[src/design/pwmdiv_pkg.sv]
// shared types and constants for the pwm divider solver
package pwmdiv_pkg;

   localparam int unsigned FREQ_W      = 28;
   localparam int unsigned DIVIDEND_W  = 32;
   localparam int unsigned REM_W       = FREQ_W;
   localparam int unsigned STEP_CNT_W  = $clog2(DIVIDEND_W);
   localparam int unsigned SYS_CLK_W   = 28;
   localparam int unsigned TOP_W       = 16;
   localparam int unsigned CLKDIV_W    = 12;
   localparam int unsigned WIDE_WRAP_W = TOP_W + 3;
   localparam int unsigned CSR_INDEX_W = 8;
   localparam int unsigned CSR_DATA_W  = 32;

   localparam logic [STEP_CNT_W-1:0] LAST_STEP = STEP_CNT_W'(DIVIDEND_W - 1);

   localparam logic [CSR_INDEX_W-1:0] CSR_SYS_CLOCK = 8'd0;
   localparam logic [CSR_INDEX_W-1:0] CSR_TOP_LIMIT = 8'd1;

   localparam logic [SYS_CLK_W-1:0] SYS_CLOCK_RESET = 28'd125000000;
   localparam logic [TOP_W-1:0]     TOP_LIMIT_RESET = 16'd65534;

   localparam logic [DIVIDEND_W-1:0] DIV_ONE   = 32'd16;
   localparam logic [DIVIDEND_W-1:0] DIV_MIN_5 = 32'd80;
   localparam logic [DIVIDEND_W-1:0] DIV_MIN_3 = 32'd48;
   localparam logic [DIVIDEND_W-1:0] DIV_MIN_2 = 32'd32;
   localparam logic [DIVIDEND_W-1:0] DIV_LIMIT = 32'd4096;

   // multiplicative inverses mod 2^32 for exact division
   localparam logic [DIVIDEND_W-1:0] INV_5 = 32'hCCCC_CCCD;
   localparam logic [DIVIDEND_W-1:0] INV_3 = 32'hAAAA_AAAB;

   typedef enum logic [2:0] {
      ST_IDLE,
      ST_DIVIDE,
      ST_CHECK,
      ST_APPLY,
      ST_FINISH
   } state_type;

   typedef enum logic [1:0] {
      FACT_5,
      FACT_3,
      FACT_2
   } factor_type;

endpackage

[src/design/pwmdiv_serial_div.sv]
// restoring serial divider, one quotient bit per cycle
module pwmdiv_serial_div (
   input  logic                               clock,
   input  logic                               reset,
   input  logic                               start,
   input  logic [pwmdiv_pkg::DIVIDEND_W-1:0]  dividend,
   input  logic [pwmdiv_pkg::FREQ_W-1:0]      divisor,
   output logic                               done,
   output logic [pwmdiv_pkg::DIVIDEND_W-1:0]  quotient
);
   import pwmdiv_pkg::*;

   logic                    run_ff, run_in;
   logic                    done_ff, done_in;
   logic [STEP_CNT_W-1:0]   cnt_ff, cnt_in;
   logic [REM_W-1:0]        rem_ff, rem_in;
   logic [DIVIDEND_W-1:0]   quo_ff, quo_in;
   logic [FREQ_W-1:0]       dsr_ff, dsr_in;
   logic [REM_W:0]          shifted;
   logic [REM_W:0]          diff;
   logic                    fits;

   always_comb begin
      shifted = {rem_ff, quo_ff[DIVIDEND_W-1]};
      diff    = shifted - {1'b0, dsr_ff};
      fits    = shifted >= {1'b0, dsr_ff};
      run_in  = run_ff;
      done_in = 1'b0;
      cnt_in  = cnt_ff;
      rem_in  = rem_ff;
      quo_in  = quo_ff;
      dsr_in  = dsr_ff;
      if (start) begin
         run_in = 1'b1;
         cnt_in = '0;
         rem_in = '0;
         quo_in = dividend;
         dsr_in = divisor;
      end else if (run_ff) begin
         cnt_in = cnt_ff + 1'b1;
         rem_in = fits ? diff[REM_W-1:0] : shifted[REM_W-1:0];
         quo_in = {quo_ff[DIVIDEND_W-2:0], fits};
         if (cnt_ff == LAST_STEP) begin
            run_in  = 1'b0;
            done_in = 1'b1;
         end
      end
   end

   always_ff @(posedge clock) begin
      if (reset) begin
         run_ff  <= 1'b0;
         done_ff <= 1'b0;
         cnt_ff  <= '0;
      end else begin
         run_ff  <= run_in;
         done_ff <= done_in;
         cnt_ff  <= cnt_in;
      end
   end

   always_ff @(posedge clock) begin
      rem_ff <= rem_in;
      quo_ff <= quo_in;
      dsr_ff <= dsr_in;
   end

   assign done     = done_ff;
   assign quotient = quo_ff;

endmodule

[src/design/pwm_divider_top_solver.sv]
// pwm clock divider and wrap solver, top level
//
// usage: the csr channel writes sys_clock_hz (index 0) and top_limit
// (index 1); csr_ready is always high, other indexes are ignored. write
// only while busy is low. a request transaction is taken on a rising edge
// with req_start high and busy low. the block forms 16*sys_clock_hz /
// req_wanted_freq with a serial divider (one quotient bit per cycle),
// then runs k reduction rounds (k <= 15), each a check state that
// picks factor 5, 3 or 2 and an apply state that divides exactly: by 5
// or 3 by multiplying with the inverse on one shared multiplier, by 2
// with a shift. busy stays high while a request is being solved and
// one request is in flight at a time. the response shows for one
// cycle with rsp_valid high and cannot be held off; a new request may be
// taken in that same cycle. reset restores the register defaults
// (125000000 hz, top 65534) and drops any request in flight.
module pwm_divider_top_solver (
   input  logic                               clock,
   input  logic                               reset,
   input  logic                               req_start,
   output logic                               busy,
   input  logic [pwmdiv_pkg::FREQ_W-1:0]      req_wanted_freq,
   output logic                               rsp_valid,
   output logic [pwmdiv_pkg::CLKDIV_W-1:0]    rsp_clock_divider,
   output logic [pwmdiv_pkg::TOP_W-1:0]       rsp_wrap_count,
   output logic                               rsp_out_of_range,
   input  logic                               csr_valid,
   output logic                               csr_ready,
   input  logic [pwmdiv_pkg::CSR_INDEX_W-1:0] csr_index,
   input  logic [pwmdiv_pkg::CSR_DATA_W-1:0]  csr_wdata
);
   import pwmdiv_pkg::*;

   state_type               state_ff, state_in;
   factor_type              fact_ff, fact_in;
   logic [SYS_CLK_W-1:0]    sys_clk_ff;
   logic [TOP_W-1:0]        top_ff;
   logic [DIVIDEND_W-1:0]   dv_ff, dv_in;
   logic [TOP_W-1:0]        wrap_ff, wrap_in;
   logic                    rsp_valid_ff, rsp_valid_in;
   logic [CLKDIV_W-1:0]     rsp_div_ff, rsp_div_in;
   logic [TOP_W-1:0]        rsp_wrap_ff, rsp_wrap_in;
   logic                    rsp_oor_ff, rsp_oor_in;

   logic                    accept;
   logic                    div_done;
   logic [DIVIDEND_W-1:0]   div_quotient;
   logic [6:0]              nib_sum;
   logic [4:0]              fold;
   logic [3:0]              rem15;
   logic                    by5, by3;
   logic [WIDE_WRAP_W-1:0]  wrap5, wrap3, wrap2, top_wide;
   logic [DIVIDEND_W-1:0]   inv_sel;
   logic [DIVIDEND_W-1:0]   prod;
   logic                    bad;

   assign accept    = req_start && (state_ff == ST_IDLE);
   assign csr_ready = 1'b1;

   pwmdiv_serial_div u_div (
      .clock    (clock),
      .reset    (reset),
      .start    (accept),
      .dividend ({sys_clk_ff, 4'b0000}),
      .divisor  (req_wanted_freq),
      .done     (div_done),
      .quotient (div_quotient)
   );

   // config registers
   always_ff @(posedge clock) begin
      if (reset) begin
         sys_clk_ff <= SYS_CLOCK_RESET;
         top_ff     <= TOP_LIMIT_RESET;
      end else if (csr_valid && csr_ready) begin
         case (csr_index)
            CSR_SYS_CLOCK: sys_clk_ff <= csr_wdata[SYS_CLK_W-1:0];
            CSR_TOP_LIMIT: top_ff     <= csr_wdata[TOP_W-1:0];
            default: ;
         endcase
      end
   end

   // residue mod 15 from hex digit sum, covers both 3 and 5
   always_comb begin
      nib_sum = '0;
      for (int i = 0; i < DIVIDEND_W / 4; i++) begin
         nib_sum = nib_sum + 7'(dv_ff[4*i +: 4]);
      end
      fold  = 5'(nib_sum[6:4]) + 5'(nib_sum[3:0]);
      rem15 = (fold >= 5'd15) ? 4'(fold - 5'd15) : fold[3:0];
      by5   = rem15 inside {4'd0, 4'd5, 4'd10};
      by3   = rem15 inside {4'd0, 4'd3, 4'd6, 4'd9, 4'd12};
   end

   always_comb begin
      top_wide = WIDE_WRAP_W'(top_ff);
      wrap2    = WIDE_WRAP_W'({wrap_ff, 1'b0});
      wrap3    = wrap2 + WIDE_WRAP_W'(wrap_ff);
      wrap5    = WIDE_WRAP_W'({wrap_ff, 2'b00}) + WIDE_WRAP_W'(wrap_ff);
      inv_sel  = (fact_ff == FACT_5) ? INV_5 : INV_3;
      prod     = dv_ff * inv_sel;
      bad      = (dv_ff < DIV_ONE) || (dv_ff >= DIV_LIMIT);
   end

   always_ff @(posedge clock) begin
      if (reset) begin
         state_ff     <= ST_IDLE;
         rsp_valid_ff <= 1'b0;
      end else begin
         state_ff     <= state_in;
         rsp_valid_ff <= rsp_valid_in;
      end
   end

   always_ff @(posedge clock) begin
      fact_ff     <= fact_in;
      dv_ff       <= dv_in;
      wrap_ff     <= wrap_in;
      rsp_div_ff  <= rsp_div_in;
      rsp_wrap_ff <= rsp_wrap_in;
      rsp_oor_ff  <= rsp_oor_in;
   end

   always_comb begin
      state_in     = state_ff;
      fact_in      = fact_ff;
      dv_in        = dv_ff;
      wrap_in      = wrap_ff;
      rsp_valid_in = 1'b0;
      rsp_div_in   = rsp_div_ff;
      rsp_wrap_in  = rsp_wrap_ff;
      rsp_oor_in   = rsp_oor_ff;
      case (state_ff)
         ST_IDLE: begin
            if (accept) begin
               state_in = ST_DIVIDE;
            end
         end
         ST_DIVIDE: begin
            if (div_done) begin
               dv_in    = div_quotient;
               wrap_in  = TOP_W'(1);
               state_in = ST_CHECK;
            end
         end
         ST_CHECK: begin
            if ((dv_ff >= DIV_MIN_5) && by5 && (wrap5 <= top_wide)) begin
               fact_in  = FACT_5;
               state_in = ST_APPLY;
            end else if ((dv_ff >= DIV_MIN_3) && by3 && (wrap3 <= top_wide)) begin
               fact_in  = FACT_3;
               state_in = ST_APPLY;
            end else if ((dv_ff >= DIV_MIN_2) && (wrap2 <= top_wide)) begin
               fact_in  = FACT_2;
               state_in = ST_APPLY;
            end else begin
               state_in = ST_FINISH;
            end
         end
         ST_APPLY: begin
            case (fact_ff)
               FACT_5: begin
                  dv_in   = prod;
                  wrap_in = wrap5[TOP_W-1:0];
               end
               FACT_3: begin
                  dv_in   = prod;
                  wrap_in = wrap3[TOP_W-1:0];
               end
               default: begin
                  dv_in   = {1'b0, dv_ff[DIVIDEND_W-1:1]};
                  wrap_in = wrap2[TOP_W-1:0];
               end
            endcase
            state_in = ST_CHECK;
         end
         ST_FINISH: begin
            rsp_valid_in = 1'b1;
            rsp_oor_in   = bad;
            rsp_div_in   = bad ? '0 : dv_ff[CLKDIV_W-1:0];
            rsp_wrap_in  = bad ? '0 : wrap_ff;
            state_in     = ST_IDLE;
         end
         default: begin
            state_in = ST_IDLE;
         end
      endcase
   end

   assign busy              = (state_ff != ST_IDLE);
   assign rsp_valid         = rsp_valid_ff;
   assign rsp_clock_divider = rsp_div_ff;
   assign rsp_wrap_count    = rsp_wrap_ff;
   assign rsp_out_of_range  = rsp_oor_ff;

endmodule

[config.mk]
export PLATFORM = sky130hd
export DESIGN_NAME = pwm_divider_top_solver
export DESIGN_NICKNAME = d
export VERILOG_FILES = /design/src/design/pwmdiv_pkg.sv /design/src/design/pwmdiv_serial_div.sv /design/src/design/pwm_divider_top_solver.sv
export SDC_FILE = /design/constraint.sdc
export NUM_CORES = 1
export LEC_CHECK = 0
export BUFFER_PORTS_ARGS = -buffer_cell sky130_fd_sc_hd__buf_4
export CAP_MARGIN = 30
export CORE_ASPECT_RATIO = 0.6
export CORE_MARGIN = 2
export CORE_UTILIZATION = 40
export DETAILED_ROUTE_END_ITERATION = 8
export PLACE_DENSITY_LB_ADDON = 0.12
export REMOVE_ABC_BUFFERS = 1
export SLEW_MARGIN = 5
export SYNTH_ARGS = -nofsm -noshare
export SYNTH_HDL_FRONTEND = slang
export SYNTH_SLANG_ARGS = --single-unit
export TNS_END_PERCENT = 10
[constraint.sdc]
create_clock -name clock -period 9.97 [get_ports clock]
set_input_delay 0 -clock clock [delete_from_list [all_inputs] [get_ports clock]]
set_output_delay 0 -clock clock [all_outputs]
set_load 0.005 [all_outputs]
# Yosys cells after proc, flatten, opt, wreduce, memory -nomap -nowiden
# Index checks and enable logic that the tools add are counted.
# word_totals
ff_bits	222
elab_cells	108
# classes
add_sub_neg	13
n_mul	1
magnitude_cmp	10
eq_ne	15
n_mux	24
bitwise	1
n_reduce_logical	26
# ops
cell	n
32-bit two-way mux	4
32-bit by 6-bit greater-or-equal comparator with 1-bit output (second input constant)	2
16-bit one-hot mux with 2 select lines	2
32-bit one-hot mux with 2 select lines	1
32-bit by 13-bit greater-or-equal comparator with 1-bit output (second input constant)	1
32-bit by 7-bit greater-or-equal comparator with 1-bit output (second input constant)	1
32-bit by 5-bit less-than comparator with 1-bit output (second input constant)	1
32-bit by 32-bit multiplier with 32-bit output	1
31-bit two-way mux	1
29-bit by 28-bit greater-or-equal comparator with 1-bit output	1
7-bit by 4-bit adder with 7-bit output	4
28-bit two-way mux	1
28-bit subtractor	1
18-bit by 16-bit adder with 19-bit output	1
19-bit by 16-bit <= comparator with 1-bit output	1
17-bit by 16-bit adder with 18-bit output	1
18-bit by 16-bit <= comparator with 1-bit output	1
17-bit by 16-bit <= comparator with 1-bit output	1
16-bit two-way mux	1
3-bit two-way mux	5
4-bit equality test (second input constant)	3
3-bit one-hot mux with 4 select lines	1
2-bit AND reduction	5
3-bit nonzero test	3
other kinds (31)	46

# Logic depth before layout (Yosys ltp)
# Gate-level depths: netlist of the first run.
# logic_depth
depth_word	17
mapped_depth	31

# By module
# From an unflattened synthesis of the first run, not the netlist that was laid out.
# unflattened
cells_unflattened	2728
hier_area_um2	25814.8
# by_module_without_submodules
module	instances	cells_per_inst	area_per_inst_um2	seq_area_each_um2
pwm_divider_top_solver	1	2194	20325.7	3333.2
pwmdiv_serial_div	1	534	5489.0	2502.4

# Worst setup path after synthesis of the first run
# OpenSTA, ideal clock, no wires.
# synth_path
path_type	reg-to-reg
startpoint	register fact_ff[0]
endpoint	register dv_ff[28], data pin
t_arrival_ns	7.398
path_slack_ns	2.294
stages_incl_launch_ff	29
n_path_buf	3
period_less_slack_ns	7.676
cell_sequence	edfxtp_1 > clkbuf_1 > inv_1 > nand2_1 > clkbuf_1 > buf_1 > nor2_1 > fa_1 > inv_1 > fa_1 > fa_1 > fa_1 > inv_1 > ha_1 > ha_1 > inv_1 > fa_1 > inv_1 > fa_1 > ha_1 > and3_1 > and3_1 > nand3_1 > a21boi_0 > a221oi_1 > nor2_1 > o21ai_0 > mux2i_1 > o311ai_0
# synth_via
elab_chain_cells	5
elab_cells_between_ends	7
# synth_rtl
item	line	rtl
from (decl)	pwm_divider_top_solver.sv:34	factor_type fact_ff, fact_in;
from (signal assigned)	pwm_divider_top_solver.sv:116	fact_ff <= fact_in;
2-bit zero test	pwm_divider_top_solver.sv:100, pwm_divider_top_solver.sv:161	
31-bit two-way mux	pwm_divider_top_solver.sv:100	inv_sel = (fact_ff == FACT_5) ? INV_5 : INV_3;
32-bit by 32-bit multiplier with 32-bit output	pwm_divider_top_solver.sv:101	prod = dv_ff * inv_sel;
32-bit two-way mux (*)	pwm_divider_top_solver.sv:161	case (fact_ff)
32-bit one-hot mux with 2 select lines (*)	pwm_divider_top_solver.sv:133	case (state_ff)
net dv_in[28]	pwm_divider_top_solver.sv:37	logic [DIVIDEND_W-1:0] dv_ff, dv_in;
to (signal assigned)	pwm_divider_top_solver.sv:117	dv_ff <= dv_in;
to (decl)	pwm_divider_top_solver.sv:37	
# The timed path passes the listed nets; every way through them passes the cells marked *.
# A chain may end at the register's enable or synchronous reset.

# Worst setup path in the final report of the first run
# layout_path
startpoint	register fact_ff[0]
endpoint	register dv_ff[30], data pin
# Same word-level chain as after synthesis.

==> out/qor.csv, run 1 <==
stage;metric;value;unit
timing;Finish-stage setup viols;0;
die;Die Y;199;microns
routing;1st-iter DRT viols;1768;
power;PwrDens;118;nW/um^2
clock_tree;clock slew seen by the registers of the worst setup and hold paths;0.07;ns
worst_setup_path;cell mode on critical path;fa_1;
timing;highest clock rate;111;MHz
layout;highest-count cells in the layout ignoring fill and taps;inv_1 (548), fa_1 (318), ha_1 (277);
routing;wire length per cell;21.9;microns
synth;count of yosys warnings during synthesis;0;
synth;Post-Syn Area;25400;sq um
timing;Hold Slack;0.0972;ns
synth;Post-synth EDFFs;135;
worst_setup_path;Worst path max stage delay;0.84;ns
timing;Max Clock Skew;0.0141;ns
outcome;outcome;complete, no violations;
timing;Final Hold Viols;0;
placement;DP HPWL;68800;microns
global_route;Global Route Usage Sum;25.5;%
clock_tree;Clock Tree Root;clkbuf_16;
die;io pins;104;
timing;fin crit share;90.4;%
worst_setup_path;CP Capture Type;register;
timing;worst slew pin tran;1.02;ns
global_route;largest net degree at the start of global routing;90;
job;max-cap viol count;0;
worst_setup_path;crit path max fanout;30;
synth;count of different cell masters after synthesis;85;
placement;buffers added on ports;98;
layout;commonest non-fill, non-tap cell in the layout;inv_1;
placement;RePlAce Congestion;0.994;
global_route;antenna violations before repair;1;
routing;detailed-route via count;19500;
worst_setup_path;CP Launch Type;register;
die;Die Wd;329;microns
worst_setup_path;r2r startpoint;fact_ff[0];
synth;Syn Area/Cell;9.40;sq um
timing;Final TNS setup;0;ns
power;Leakage;14.2;nW
worst_setup_path;Critical Path Start;fact_ff[0];
worst_setup_path;register-to-register setup slack;0.96;ns
timing;final worst slack;0.956;ns
synth;FFs w/ async S/R, synth;0;%
routing;total wire length;82100;microns
clock_tree;CTS tree;built;
worst_setup_path;Slowest-stage cell, CP;fa_1;
placement;pre-CTS setup slack;1.08;ns
clock_tree;Clk Latency, worst-skew pair;0.57;ns
layout;Antenna Cells;0;
worst_setup_path;Setup crit end;dv_ff[30];
worst_setup_path;Worst EP arrival;9.33;ns
clock_tree;# clock sinks;222;
worst_setup_path;critical path type;reg2reg;
die;Initial Util;40.5;%
worst_setup_path;stages on the worst setup path;25;
hold_path;worst hold path type;in2reg;
worst_setup_path;FF-to-FF path depth;25;
die;row count;71;
power;largest vdd supply drop;127;uV
worst_setup_path;cell family with most CP delay;adder cells;
routing;DRC Markers;0;
timing;slew margin rel.;30.4;%
worst_setup_path;reg2reg end;dv_ff[30];
timing;fin. max-slew vios;0;
synth;sequential fraction of the synthesis area;22.8;%
routing;Routed Antenna Nets;0;
timing;RSZ-0062 raised after global routing;false;
synth;Post-Syn Instances;2703;
clock_tree;Num CTS Buffers;26;
synth;Top FF cell, synth;edfxtp_1;
die;Core Box Area;62700;sq um
worst_setup_path;CP Buf/Inv Count;6;
clock_tree;Longest Clk Path Bufs;3;
global_route;first-pass GRT wire length;124000;microns
global_route;vias in the first global route;19400;
global_route;remaining global-route overflow;0;
clock_tree;H-tree Lvls;1;
layout;share of post-route cells with drive strength above 1;6.87;%
worst_setup_path;Data required, critical path;10.29;ns
layout;area delta synth->final;13.7;%
layout;Nets;3558;
timing;min cycle time layout;9.01;ns
synth;Yosys reg bits;222;
routing;drt first pass iters;6;
routing;Via density;5.21;
die;die area;65600;sq um
==> kinds of logic after synthesis <==
logic type      share of synthesized area [%]
buf+inv                                  9.37
mux                                      2.02
other cells                            0.0295
flops                                    22.8
xor+xnor                                 3.93
fa+ha+maj                                38.7
compound gates                           11.5
simple gates                             11.6
==> layout make-up <==
class	instances	area [sq um]
clock buffer	34	711
clock inverter	14	135
fill	6152	33800
inverter	551	2070
multi-input combinational	1886	17400
sequential	222	5800
tap	839	1050
timing repair buffer	204	1770
==> report_power, final <==
group          internal (mW)  switching [mW]
Clock                  0.534           0.418
Sequential              1.02          0.0331
Combinational          0.572           0.822
==> flip-flops by register name, indices dropped and copies added (netlist names) <==
register,flops
u_div.run_ff,1
rsp_valid,1
dv_ff,32
rsp_wrap_count,16
sys_clk_ff,28
u_div.dsr_ff,28
fact_ff,2
u_div.rem_ff,28
top_ff,16
rsp_out_of_range,1
rsp_clock_divider,12
u_div.cnt_ff,5
u_div.done,1
wrap_ff,16
state_ff,3
u_div.quotient,32
==> worst register-to-register path: cells and delay by family (launching register included) <==
| kind | cells | cell delay [ns] |
|---|---|---|
| buffers and inverters | 6 | 1.36 |
| multiplexers | 1 | 0.22 |
| adder cells (fa/ha/maj) | 9 | 4.73 |
| AND/OR/NAND/NOR | 4 | 0.66 |
| AO/OA/AOI/OAI | 5 | 1.10 |
| flip-flops | 1 | 0.72 |
==> metrics by stage <==
stage | instance area, sq um | utilization [%] | std cells | power (mW)
after CTS | 28900 | 46.0 | 3749 | 3.39
after detailed placement | 27200 | 43.3 | 3617 | 2.40
after global routing | 28900 | 46.1 | 3750 | 3.61
after global placement | 27200 | 43.3 | 3616 | 2.40
after floorplan | 25200 | - | 2659 | 1.98
final | 28900 | 46.1 | 3750 | 3.40
==> cells in the mapped netlist, drive strengths merged (23+ instances only) <==
| master | number | share of area, % |
|---|---|---|
| a21o | 53 | 1.6 |
| nand3 | 29 | 0.57 |
| ha | 277 | 14 |
| inv | 549 | 8.1 |
| and2 | 23 | 0.57 |
| o21ai | 137 | 2.7 |
| nor3 | 26 | 0.53 |
| nand2 | 272 | 4.0 |
| nor2 | 135 | 2.0 |
| edfxtp | 135 | 16 |
| xnor2 | 82 | 2.8 |
| dfxtp | 87 | 6.9 |
| nand3b | 31 | 0.92 |
| xor2 | 32 | 1.1 |
| mux2i | 48 | 1.9 |
| fa | 318 | 25 |
| clkbuf | 57 | 0.84 |
| a21oi | 136 | 2.7 |
==> how the worst min path moves through the flow <==
stage / cells past startpoint / endpoint / start
6_report: 7 / sys_clk_ff[3] / csr_index[6]
3_3_place_gp: 1 / u_div.dsr_ff[13] / req_wanted_freq[13]
3_5_place_dp: 1 / u_div.dsr_ff[7] / req_wanted_freq[7]
4_1_cts: 7 / sys_clk_ff[1] / csr_index[6]
5_1_grt: 7 / sys_clk_ff[10] / csr_index[6]
2_1_floorplan: 1 / sys_clk_ff[0] / reset
==> layer usage <==
metal	vias to the layer above	part of all wire, %	global-route usage (%)
met5	-	0.21	1.95
met4	2	0.95	2.61
met2	664	35	31.1
met3	50	13	12.0
met1	9620	51	40.2
li1	9186	-	-
==> timing repair <==
action | 4_1_cts | 5_1_grt
endpoints found under the hold margin | 75 | 0
resized for setup | 0 | 0
setup buffers | 0 | 0
hold buffers | 84 | 0
Power figures use the tool's default switching activity.
==> run 2: changes to the inputs <==
--- a/config.mk
+++ b/config.mk
@@ -5,6 +5,7 @@
 export SDC_FILE = /design/constraint.sdc
 export NUM_CORES = 1
 export LEC_CHECK = 0
+export ABC_AREA = 1
 export BUFFER_PORTS_ARGS = -buffer_cell sky130_fd_sc_hd__buf_4
 export CAP_MARGIN = 30
 export CORE_ASPECT_RATIO = 0.6
==> constraint.sdc (replaced) <==
create_clock -name clock -period 11.7 [get_ports clock]
set_input_delay 0 -clock clock [delete_from_list [all_inputs] [get_ports clock]]
set_output_delay 0 -clock clock [all_outputs]
set_load 0.005 [all_outputs]
==> out/qor.csv, run 2 <==
stage;metric;value;unit
global_route;remaining global-route overflow;0;
synth;most frequent cell after synthesis;inv_1;
routing;Via density;5.13;
clock_tree;hold buffers post-CTS;63;
timing;worst slew pin tran;0.942;ns
layout;Nets;3914;
worst_setup_path;crit path max fanout;6;
layout;Fill cells;6395;
timing;Finish-stage setup viols;0;
timing;min cycle time layout;8.46;ns
timing;fin crit share;72.3;%
synth;Synth area leader;fa_1;
layout;share of post-route cells with drive strength above 1;6.06;%
clock_tree;clock slew seen by the registers of the worst setup and hold paths;0.07;ns
synth;count of different cell masters after synthesis;54;
die;row count;72;
layout;area delta synth->final;13.2;%
die;Die Y;201;microns
routing;Routed Antenna Nets;0;
placement;RePlAce Congestion;1.03;
hold_path;worst hold path type;in2reg;
die;die area;66600;sq um
timing;RSZ-0062 raised after global routing;false;
layout;commonest non-fill, non-tap cell in the layout;inv_1;
worst_setup_path;CP Capture Type;register;
worst_setup_path;critical path type;reg2reg;
clock_tree;total of cells resized after clock tree synthesis;0;
clock_tree;CTS tree;built;
timing;Final TNS setup;0;ns
synth;FFs w/ async S/R, synth;0;%
clock_tree;Clk Latency, worst-skew pair;0.59;ns
placement;DP HPWL;76200;microns
synth;Post-Syn Area;25800;sq um
die;Initial Util;40.3;%
die;Core Box Area;64100;sq um
global_route;Global Route Usage Sum;27.6;%
synth;top cells by area, synth;fa_1 (25%), edfxtp_1 (16%), ha_1 (13%);
routing;detailed-route via count;21100;
timing;slew margin rel.;37.2;%
layout;fin util;45.6;%
synth;Syn Area/Cell;8.41;sq um
die;Die Wd;332;microns
clock_tree;H-tree Lvls;1;
global_route;largest net degree at the start of global routing;53;
worst_setup_path;Data required, critical path;12.11;ns
placement;buffers added on ports;98;
clock_tree;Longest Clk Path Bufs;3;
synth;count of yosys warnings during synthesis;0;
routing;DRC Markers;0;
synth;Synth top area share;24.7;%
global_route;first-pass GRT wire length;136000;microns
routing;total wire length;90300;microns
synth;Post-synth top cells;inv_1 (742), nand2_1 (493), fa_1 (318);
routing;wire length per cell;21.9;microns
synth;Post-synth EDFFs;135;
clock_tree;# clock sinks;222;
global_route;antenna violations before repair;1;
timing;Final Hold Viols;0;
layout;Antenna Cells;0;
clock_tree;Num CTS Buffers;27;
synth;sequential fraction of the synthesis area;22.5;%
routing;1st-iter DRT viols;1915;
clock_tree;Post-CTS Setup Bufs;0;
worst_setup_path;CP Launch Type;register;
synth;Post-Syn Instances;3066;
job;max-cap viol count;0;
routing;drt first pass iters;5;
timing;Max Clock Skew;0.0375;ns
timing;fin. max-slew vios;0;
synth;Yosys reg bits;222;
clock_tree;Clock Tree Root;clkbuf_16;
global_route;vias in the first global route;21100;
timing;highest clock rate;118;MHz
die;io pins;104;
layout;highest-count cells in the layout ignoring fill and taps;inv_1 (742), nand2_1 (493), fa_1 (318);
synth;Top FF cell, synth;edfxtp_1;
outcome;outcome;complete, no violations;
worst_setup_path;Worst EP arrival;8.87;ns
## run 2: cell type report
type,count,area (sq um),area share [%]
well taps,851,1060,3.65
clock buffers,32,726,2.49
inverters,746,2800,9.59
clock inverters,18,174,0.596
flip-flops and latches,222,5800,19.9
repair buffers,184,1560,5.36
multi-input cells,2066,17100,58.5
## run 2: critical path: stages, from the launching register on
cell	delay, ns
edfxtp_1	0.80
inv_1	0.49
nor2_1	0.62
fa_1	0.62
inv_1	0.12
fa_1	0.54
fa_1	0.46
inv_1	0.17
fa_1	0.57
ha_1	0.35
ha_1	0.29
inv_1	0.06
fa_1	0.53
inv_1	0.07
fa_1	0.50
ha_1	0.38
a21oi_1	0.30
a21boi_0	0.27
o21ai_0	0.13
nand2_1	0.09
nand3_1	0.17
nand2_1	0.11
inv_1	0.04
o21ai_0	0.32
o211ai_1	0.14
o21ai_0	0.10
## run 2: cells by family (layout without fill, tap and decap cells)
kind of cell	after synthesis	count (layout)	share of synthesized area (%)
flops	222	222	22.5
buf+inv	808	980	11.9
compound gates	449	449	10.1
xor+xnor	79	79	2.71
fa+ha+maj	595	595	38.1
other cells	2	32	0.0291
simple gates	911	911	14.7
## run 2: path summary, 6_finish.rpt
check                           end  depth (start not counted)  slack [ns]         startpoint
setup / recovery          dv_ff[24]                         25        3.24           dv_ff[9]
hold / removal       sys_clk_ff[12]                          5        0.08       csr_index[2]
setup reg to reg          dv_ff[24]                         25        3.24           dv_ff[9]
hold reg to reg   u_div.quotient[3]                          2        0.47  u_div.quotient[3]
## run 2: through the flow
step | hold slack [ns] | worst slack, ns | cell area [sq um] | instances
after detailed placement | 0.179 | 3.44 | 27600 | 4005
final | 0.0756 | 3.24 | 29200 | 4119
after global placement | 0.178 | 3.44 | 27600 | 4002
after floorplan | 0.0691 | 3.76 | 25600 | 3034
after CTS | 0.0311 | 3.35 | 29200 | 4118
after global routing | 0.0944 | 2.83 | 29200 | 4119
## run 2: layer usage
layer | part of all wire [%] | GRT usage, %
met3 | 12 | 9.87
met5 | 0.14 | 1.35
met1 | 52 | 44.8
met2 | 35 | 34.5
met4 | 1.0 | 3.07
Power of run 2 is left out: the tool's default activity adds up to more than one toggle a clock period on the data nets, which glitch-free logic cannot reach.
